**config.mk**
```make
export PLATFORM = sky130hd
export DESIGN_NAME = ascii_telegram_framer
export DESIGN_NICKNAME = d
export VERILOG_FILES = /design/src/rtl/atf_pkg.sv /design/src/rtl/ascii_telegram_framer.sv /design/src/rtl/atf_front.sv /design/src/rtl/atf_queue.sv /design/src/rtl/atf_back.sv
export SDC_FILE = /design/constraint.sdc
export NUM_CORES = 1
export LEC_CHECK = 0
export BUFFER_PORTS_ARGS = -buffer_cell sky130_fd_sc_hd__buf_2
export CAP_MARGIN = 20
export CORE_UTILIZATION = 51
export DETAILED_ROUTE_END_ITERATION = 8
export HOLD_SLACK_MARGIN = 0.05
export PLACE_DENSITY = 0.71
export RECOVER_POWER = 25
export SYNTH_ARGS = -nofsm -noshare
export SYNTH_HDL_FRONTEND = slang
export SYNTH_SLANG_ARGS = --single-unit
export TNS_END_PERCENT = 5
```
**constraint.sdc**
```tcl
create_clock -name clk -period 8.6 [get_ports clk]
set_clock_uncertainty 0.15 [all_clocks]
set_input_delay 1.29 -clock clk [delete_from_list [all_inputs] [get_ports clk]]
set_output_delay 1.29 -clock clk [all_outputs]
set_load 0.01 [all_outputs]
```
**src/rtl/atf_pkg.sv**
```systemverilog
// Package for the ASCII telegram framer: queue entry type, ASCII constants,
// and decimal digit helpers. No dependencies.
`default_nettype none

package atf_pkg;

    typedef enum logic [1:0] {
        KIND_READ  = 2'd0,
        KIND_WRITE = 2'd1,
        KIND_DATA  = 2'd2
    } kind_t;

    localparam logic [1:0] OP_READ  = 2'd0;
    localparam logic [1:0] OP_WRITE = 2'd1;
    localparam logic [1:0] OP_DATA  = 2'd2;

    localparam logic [6:0] CH_ZERO = 7'h30;
    localparam logic [6:0] CH_ONE  = 7'h31;
    localparam logic [6:0] CH_TWO  = 7'h32;
    localparam logic [6:0] CH_EQ   = 7'h3D;
    localparam logic [6:0] CH_QM   = 7'h3F;
    localparam logic [6:0] CH_NL   = 7'h0A;

    localparam logic [9:0] MAX_NUM = 10'd999;
    localparam logic [6:0] MAX_LEN = 7'd99;

    typedef struct packed {
        kind_t       kind;
        logic        last;
        logic [11:0] addr_bcd;
        logic [11:0] par_bcd;
        logic [7:0]  len_bcd;
        logic [6:0]  data;
    } entry_t;

    typedef struct packed {
        logic   push;
        entry_t entry;
    } q_wr_t;

    typedef struct packed {
        logic   avail;
        entry_t entry;
    } q_rd_t;

    // v < 1000: hundreds by *41>>12, tens by *103>>10
    function automatic logic [11:0] dec3(input logic [9:0] v);
        logic [15:0] ph;
        logic [3:0]  h;
        logic [6:0]  r;
        logic [13:0] pt;
        logic [3:0]  t;
        logic [3:0]  o;
        ph = 16'(v) * 16'd41;
        h  = ph[15:12];
        r  = 7'(v - 10'(h) * 10'd100);
        pt = 14'(r) * 14'd103;
        t  = pt[13:10];
        o  = 4'(r - 7'(t) * 7'd10);
        return {h, t, o};
    endfunction

    function automatic logic [6:0] ascii_digit(input logic [3:0] d);
        return {3'b011, d};
    endfunction

endpackage

`default_nettype wire

```
**src/rtl/ascii_telegram_framer.sv**
```systemverilog
// Top level of the ASCII telegram framer: front end, two-entry queue and
// byte sequencer. Uses atf_pkg, atf_front, atf_queue, atf_back.
//
//   channel  | handshake                  | payload
//   ---------+----------------------------+---------------------------------------
//   item     | item_valid / item_stall    | operation, device_address,
//            |                            | parameter_number, data_length, data_byte
//   result   | result_valid / result_stall| out_byte, frame_end, run_last
//
// One result byte leaves per cycle while result_stall is low; the sequencer is
// the limit. Read headers, zero-length write headers and last data bytes end
// in the checksum and newline. Items with no result push no queue entry.
// The two-entry queue lets the next item in while a header drains; item_stall
// rises only when it is full. Reset clears frame state and the queue at once.
`default_nettype none

module ascii_telegram_framer (
    input  wire logic        clk,
    input  wire logic        rst_n,
    input  wire logic        item_valid,
    output logic             item_stall,
    input  wire logic [1:0]  operation,
    input  wire logic [9:0]  device_address,
    input  wire logic [9:0]  parameter_number,
    input  wire logic [6:0]  data_length,
    input  wire logic [6:0]  data_byte,
    output logic             result_valid,
    input  wire logic        result_stall,
    output logic [6:0]       out_byte,
    output logic             frame_end,
    output logic             run_last
);
    import atf_pkg::*;

    q_wr_t q_wr;
    q_rd_t q_rd;
    logic  q_full;
    logic  pop;

    atf_front u_front (
        .clk              (clk),
        .rst_n            (rst_n),
        .item_valid       (item_valid),
        .item_stall       (item_stall),
        .operation        (operation),
        .device_address   (device_address),
        .parameter_number (parameter_number),
        .data_length      (data_length),
        .data_byte        (data_byte),
        .q_full           (q_full),
        .q_wr             (q_wr)
    );

    atf_queue u_queue (
        .clk   (clk),
        .rst_n (rst_n),
        .q_wr  (q_wr),
        .pop   (pop),
        .full  (q_full),
        .q_rd  (q_rd)
    );

    atf_back u_back (
        .clk          (clk),
        .rst_n        (rst_n),
        .q_rd         (q_rd),
        .pop          (pop),
        .result_valid (result_valid),
        .result_stall (result_stall),
        .out_byte     (out_byte),
        .frame_end    (frame_end),
        .run_last     (run_last)
    );

endmodule

`default_nettype wire

```
**src/rtl/atf_front.sv**
```systemverilog
// Front end: accepts input items, tracks the open write frame, converts
// numbers to decimal digits and pushes work entries. Uses atf_pkg.
`default_nettype none

module atf_front (
    input  wire logic          clk,
    input  wire logic          rst_n,
    input  wire logic          item_valid,
    output logic               item_stall,
    input  wire logic [1:0]    operation,
    input  wire logic [9:0]    device_address,
    input  wire logic [9:0]    parameter_number,
    input  wire logic [6:0]    data_length,
    input  wire logic [6:0]    data_byte,
    input  wire logic          q_full,
    output atf_pkg::q_wr_t     q_wr
);
    import atf_pkg::*;

    logic       open_reg;
    logic       open_next;
    logic [6:0] remain_reg;
    logic [6:0] remain_next;
    logic       accept;
    logic [9:0] addr_sat;
    logic [9:0] par_sat;
    logic [6:0] len_sat;
    logic [11:0] len_dig;

    assign item_stall = q_full;
    assign accept     = item_valid && !q_full;

    always_comb
    begin
        addr_sat = (device_address > MAX_NUM) ? MAX_NUM : device_address;
        par_sat  = (parameter_number > MAX_NUM) ? MAX_NUM : parameter_number;
        len_sat  = (data_length > MAX_LEN) ? MAX_LEN : data_length;
        len_dig  = dec3({3'b000, len_sat});

        open_next              = open_reg;
        remain_next            = remain_reg;
        q_wr.push              = 1'b0;
        q_wr.entry.kind        = KIND_DATA;
        q_wr.entry.last        = 1'b0;
        q_wr.entry.addr_bcd    = dec3(addr_sat);
        q_wr.entry.par_bcd     = dec3(par_sat);
        q_wr.entry.len_bcd     = len_dig[7:0];
        q_wr.entry.data        = data_byte;

        if (accept)
        begin
            case (operation)
                OP_READ:
                begin
                    q_wr.push       = 1'b1;
                    q_wr.entry.kind = KIND_READ;
                    q_wr.entry.last = 1'b1;
                    open_next       = 1'b0;
                    remain_next     = 7'd0;
                end
                OP_WRITE:
                begin
                    q_wr.push       = 1'b1;
                    q_wr.entry.kind = KIND_WRITE;
                    q_wr.entry.last = (len_sat == 7'd0);
                    open_next       = (len_sat != 7'd0);
                    remain_next     = len_sat;
                end
                OP_DATA:
                begin
                    if (open_reg)
                    begin
                        q_wr.push       = 1'b1;
                        q_wr.entry.kind = KIND_DATA;
                        q_wr.entry.last = (remain_reg == 7'd1);
                        remain_next     = remain_reg - 7'd1;
                        open_next       = (remain_reg != 7'd1);
                    end
                end
                default:
                begin
                end
            endcase
        end
    end

    always_ff @(posedge clk or negedge rst_n)
    begin
        if (!rst_n)
        begin
            open_reg   <= 1'b0;
            remain_reg <= 7'd0;
        end
        else
        begin
            open_reg   <= open_next;
            remain_reg <= remain_next;
        end
    end

endmodule

`default_nettype wire

```
**src/rtl/atf_queue.sv**
```systemverilog
// Two-entry queue between the front end and the byte sequencer.
// Uses atf_pkg for the entry type.
`default_nettype none

module atf_queue (
    input  wire logic          clk,
    input  wire logic          rst_n,
    input  wire atf_pkg::q_wr_t q_wr,
    input  wire logic          pop,
    output logic               full,
    output atf_pkg::q_rd_t     q_rd
);
    import atf_pkg::*;

    entry_t     mem_reg [2];
    logic       wr_ptr_reg;
    logic       rd_ptr_reg;
    logic [1:0] count_reg;
    logic [1:0] count_next;

    assign full        = (count_reg == 2'd2);
    assign q_rd.avail  = (count_reg != 2'd0);
    assign q_rd.entry  = mem_reg[rd_ptr_reg];

    always_comb
    begin
        count_next = count_reg;
        if (q_wr.push && !pop)
            count_next = count_reg + 2'd1;
        else if (!q_wr.push && pop)
            count_next = count_reg - 2'd1;
    end

    always_ff @(posedge clk)
    begin
        if (q_wr.push)
            mem_reg[wr_ptr_reg] <= q_wr.entry;
    end

    always_ff @(posedge clk or negedge rst_n)
    begin
        if (!rst_n)
        begin
            wr_ptr_reg <= 1'b0;
            rd_ptr_reg <= 1'b0;
            count_reg  <= 2'd0;
        end
        else
        begin
            count_reg <= count_next;
            if (q_wr.push)
                wr_ptr_reg <= !wr_ptr_reg;
            if (pop)
                rd_ptr_reg <= !rd_ptr_reg;
        end
    end

endmodule

`default_nettype wire

```
**src/rtl/atf_back.sv**
```systemverilog
// Byte sequencer: walks each queued entry byte by byte, keeps the running
// checksum and drives the registered result port. Uses atf_pkg.
`default_nettype none

module atf_back (
    input  wire logic          clk,
    input  wire logic          rst_n,
    input  wire atf_pkg::q_rd_t q_rd,
    output logic               pop,
    output logic               result_valid,
    input  wire logic          result_stall,
    output logic [6:0]         out_byte,
    output logic               frame_end,
    output logic               run_last
);
    import atf_pkg::*;

    logic [3:0]  step_reg;
    logic [3:0]  step_next;
    logic [7:0]  sum_reg;
    logic [7:0]  sum_next;
    logic [7:0]  cks_reg;
    logic        res_valid_reg;
    logic [6:0]  res_byte_reg;
    logic        res_end_reg;
    logic        res_last_reg;

    logic        advance;
    logic [3:0]  tail_start;
    logic        has_tail;
    logic [3:0]  end_step;
    logic        in_tail;
    logic [1:0]  tidx;
    logic [11:0] sum_dig;
    logic [6:0]  byte_c;
    logic        end_c;
    logic        last_c;
    entry_t      e;

    assign e            = q_rd.entry;
    assign advance      = q_rd.avail && (!res_valid_reg || !result_stall);
    assign result_valid = res_valid_reg;
    assign out_byte     = res_byte_reg;
    assign frame_end    = res_end_reg;
    assign run_last     = res_last_reg;

    always_comb
    begin
        case (e.kind)
            KIND_READ:  tail_start = 4'd12;
            KIND_WRITE: tail_start = 4'd10;
            default:    tail_start = 4'd1;
        endcase
        has_tail = (e.kind == KIND_READ) || e.last;
        end_step = has_tail ? (tail_start + 4'd3) : (tail_start - 4'd1);
        in_tail  = (step_reg >= tail_start);
        tidx     = 2'(step_reg - tail_start);
        sum_dig  = dec3({2'b00, sum_reg});
        last_c   = (step_reg == end_step);
        end_c    = 1'b0;
        byte_c   = CH_ZERO;

        if (in_tail)
        begin
            case (tidx)
                2'd0: byte_c = ascii_digit(sum_dig[11:8]);
                2'd1: byte_c = ascii_digit(cks_reg[7:4]);
                2'd2: byte_c = ascii_digit(cks_reg[3:0]);
                default:
                begin
                    byte_c = CH_NL;
                    end_c  = 1'b1;
                end
            endcase
        end
        else if (e.kind == KIND_DATA)
        begin
            byte_c = e.data;
        end
        else
        begin
            case (step_reg)
                4'd0:  byte_c = ascii_digit(e.addr_bcd[11:8]);
                4'd1:  byte_c = ascii_digit(e.addr_bcd[7:4]);
                4'd2:  byte_c = ascii_digit(e.addr_bcd[3:0]);
                4'd3:  byte_c = (e.kind == KIND_READ) ? CH_ZERO : CH_ONE;
                4'd4:  byte_c = CH_ZERO;
                4'd5:  byte_c = ascii_digit(e.par_bcd[11:8]);
                4'd6:  byte_c = ascii_digit(e.par_bcd[7:4]);
                4'd7:  byte_c = ascii_digit(e.par_bcd[3:0]);
                4'd8:  byte_c = (e.kind == KIND_READ) ? CH_ZERO
                                                      : ascii_digit(e.len_bcd[7:4]);
                4'd9:  byte_c = (e.kind == KIND_READ) ? CH_TWO
                                                      : ascii_digit(e.len_bcd[3:0]);
                4'd10: byte_c = CH_EQ;
                4'd11: byte_c = CH_QM;
                default: byte_c = CH_ZERO;
            endcase
        end

        pop       = advance && last_c;
        step_next = last_c ? 4'd0 : (step_reg + 4'd1);
        if (end_c)
            sum_next = 8'd0;
        else if ((e.kind != KIND_DATA) && (step_reg == 4'd0))
            sum_next = {1'b0, byte_c};
        else
            sum_next = sum_reg + {1'b0, byte_c};
    end

    always_ff @(posedge clk or negedge rst_n)
    begin
        if (!rst_n)
        begin
            step_reg      <= 4'd0;
            sum_reg       <= 8'd0;
            res_valid_reg <= 1'b0;
        end
        else if (advance)
        begin
            step_reg      <= step_next;
            sum_reg       <= sum_next;
            res_valid_reg <= 1'b1;
        end
        else if (!result_stall)
        begin
            res_valid_reg <= 1'b0;
        end
    end

    always_ff @(posedge clk)
    begin
        if (advance)
        begin
            res_byte_reg <= byte_c;
            res_end_reg  <= end_c;
            res_last_reg <= last_c;
            if (in_tail && (tidx == 2'd0))
                cks_reg <= sum_dig[7:0];
        end
    end

endmodule

`default_nettype wire
```
==> reports/qor.txt <==
outcome -> finished with violations
failing checks -> DRC, setup timing
Mean Syn Cell Area -> 10.5 µm²
fin crit period -> 9130 ps
Final ANT Viol Nets -> 0
synthesized area -> 13,000 µm²
period utilization -> 106%
Vias/cell -> 5.34
post-synthesis sequential area ratio -> 28.1%
wire per inst -> 14.6 µm
Async SR Flop Fraction -> 19.8%
post-synth top area share -> 29.5%
Yosys cell types -> 75
gr ovfl total -> 0
Nets -> 1,835
IO Pins -> 51
area of the multi-input gates -> 8850 µm²
die height -> 162 µm
Die Wd -> 162 µm
HP Start -> u_queue.wr_ptr_reg
clock slew at reported path FFs -> 60 ps
first-pass GRT wire length -> 44,900 µm
Critical Path Start Type -> primary input
CTS Buf Count -> 17
Worst setup EP type -> flip-flop
Core ar. -> 25,100 µm²
register bit total from synthesis -> 126
initial antenna violation count -> 1
placed cell area -> 14,900 µm²
clock sinks -> 126
relative slew slack -> 9.25%
CP peak stage delay -> 480 ps
Die Footprint -> 26,100 µm²
1st-iter DRT viols -> 338
YS warnings -> 0
TritonRoute pass-1 iters -> 7
CTS Root Cell -> clkbuf_16
CP max-delay cell -> fa_1
Layout fillers -> 2,055
Reg2Reg Setup Slack -> 40 ps
worst-margin pin slew -> 1360 ps
Initial Util -> 51.8%
worst setup path class -> in -> reg
worst skew pair latency -> 410 ps
CP arrival -> 9120 ps
vias post-DR -> 9,513
Worst Reg-to-Reg Cells -> 36
P&R area growth vs syn -> 21.1%
EDFF count, synth -> 101
H-tree depth -> 4
register area -> 3660 µm²
most frequent cells in the layout -> 289 x ha_1, 200 x inv_1, 155 x buf_4
Max clock buf depth -> 2
Syn Nets -> 1,640
leading post-synthesis cells by cell area -> ha_1 30%, edfxtp_1 23%, fa_1 7.7%
most common cell after layout, fill and taps aside -> ha_1
Global Route Usage Sum -> 21.0%
share of layout cells above drive strength 1 -> 23.3%
# Max-Cap Violations -> 0
max FFs per register -> 84
Worst R2R Start -> u_back.sum_reg[1]
RSZ-0062 raised after global routing -> yes
Post-route DRC -> 1
min-delay worst type -> reg -> reg
DRT Wirelength -> 25,900 µm
Slew Limit Fails -> 0
CTS tree -> done
Final Wtd Congestion -> 0.878
Cells after Synth -> 1,243
CTS Hold Bufs -> 0
Row Count -> 58
Finished Cell Area -> 15,700 µm²
Fmax -> 110 MHz
Hold Path Stages -> 1
Worst Path Required -> 8590 ps
DP HPWL -> 20,900 µm
CP Max Fanout -> 3
Synth Flop Type -> edfxtp_1
pin count of the biggest net entering global routing -> 43
Reg2Reg Capture Point -> u_back.cks_reg[3]
Fin. Hold Viols -> 0
vias in the first global route -> 10.0k
utilization after layout -> 62.7%
setup TNS -> -4620 ps
Synth area leader -> ha_1
IO Port Bufs -> 50
Final setup viols -> 16
hold worst-path end -> u_queue.wr_ptr_reg
post-route setup slack -> -526 ps
synth_stat cells (3+ instances only):
master	n
nand3b_1	4
nand3_1	16
inv_1	209
a22o_1	5
and2_2	4
fa_1	50
o22a_1	3
mux2_2	12
xnor2_1	61
a21o_1	14
edfxtp_1	101
nor2_1	32
a211oi_1	8
nor3_1	13
o22ai_1	6
ha_1	307
a221oi_1	6
mux2i_1	16
or2_2	13
dfrtp_1	25
nor3b_1	6
xor2_1	29
a32o_1	3
a221o_1	5
or3_1	6
nand2_1	45
nand4_1	3
and2_1	3
a31o_2	5
o31ai_1	9
o21bai_1	10
and3_1	8
a22oi_1	11
a31oi_1	5
o21ai_1	5
o21a_1	5
o21ai_0	36
clkbuf_1	27
a2111oi_0	4
nand2b_1	13
nor2b_1	6
a21oi_1	53
per-layer routing:
metal / track usage, % / up-vias / part of all wire, %
met5: 0 / - / 0
li1: - / 4740 / -
met1: 25.4 / 4554 / 43
met2: 39.1 / 178 / 52
met3: 2.50 / 41 / 3.1
met4: 6.09 / 0 / 1.8
worst max-delay path by stage:
stage                             start                      to  slack [ps]  depth (start not counted)
floorplan           parameter_number[9]  u_queue.mem_reg[0][18]        -700                         39
global placement         data_length[4]  u_queue.mem_reg[0][10]       -1060                         39
detailed placement       data_length[4]  u_queue.mem_reg[0][10]       -1130                         39
CTS                 parameter_number[5]  u_queue.mem_reg[1][18]        -560                         40
global route          device_address[5]  u_queue.mem_reg[0][30]        -940                         39
finish              parameter_number[5]  u_queue.mem_reg[1][18]        -530                         40
metrics by stage:
stage	setup WS, ps	cells	hold WS, ps
after floorplan	-698	1243	306
after global placement	-1060	1737	345
after detailed placement	-1130	1737	344
after CTS	-559	1774	363
after global routing	-937	1782	379
final	-526	1782	364
layout make-up:
| class | instances | share of cell area [%] |
|---|---|---|
| Antenna cell | 1 | 0.0159 |
| Clock buffer | 21 | 2.80 |
| Clock inverter | 11 | 0.906 |
| Inverter | 210 | 5.02 |
| Multi-Input combinational cell | 873 | 56.2 |
| Sequential cell | 126 | 23.2 |
| Tap cell | 330 | 2.62 |
| Timing Repair Buffer | 210 | 9.20 |
timing repair:
item	in CTS	in global routing
pin swaps	38	28
hold endpoints to repair	0	0
buffers inserted	5	7
gates resized for setup	15	28
endpoints found under the setup margin	29	40
critical path, delay by kind of cell:
kind	cells	cell delay, ps
xor+xnor	6	940
fa+ha+maj	12	3970
buf+inv	7	340
simple gates	7	930
compound gates	8	1650
kinds of logic after synthesis:
group | synth area share, %
multiplexers | 2.44
XOR/XNOR | 6.19
AO/OA/AOI/OAI | 11.6
AND/OR/NAND/NOR | 6.97
adder cells (fa/ha/maj) | 37.5
buffers and inverters | 7.21
flip-flops | 28.1
Power is left out: the tool's default activity adds up to more than one toggle a clock period on the data nets, which glitch-free logic cannot reach.
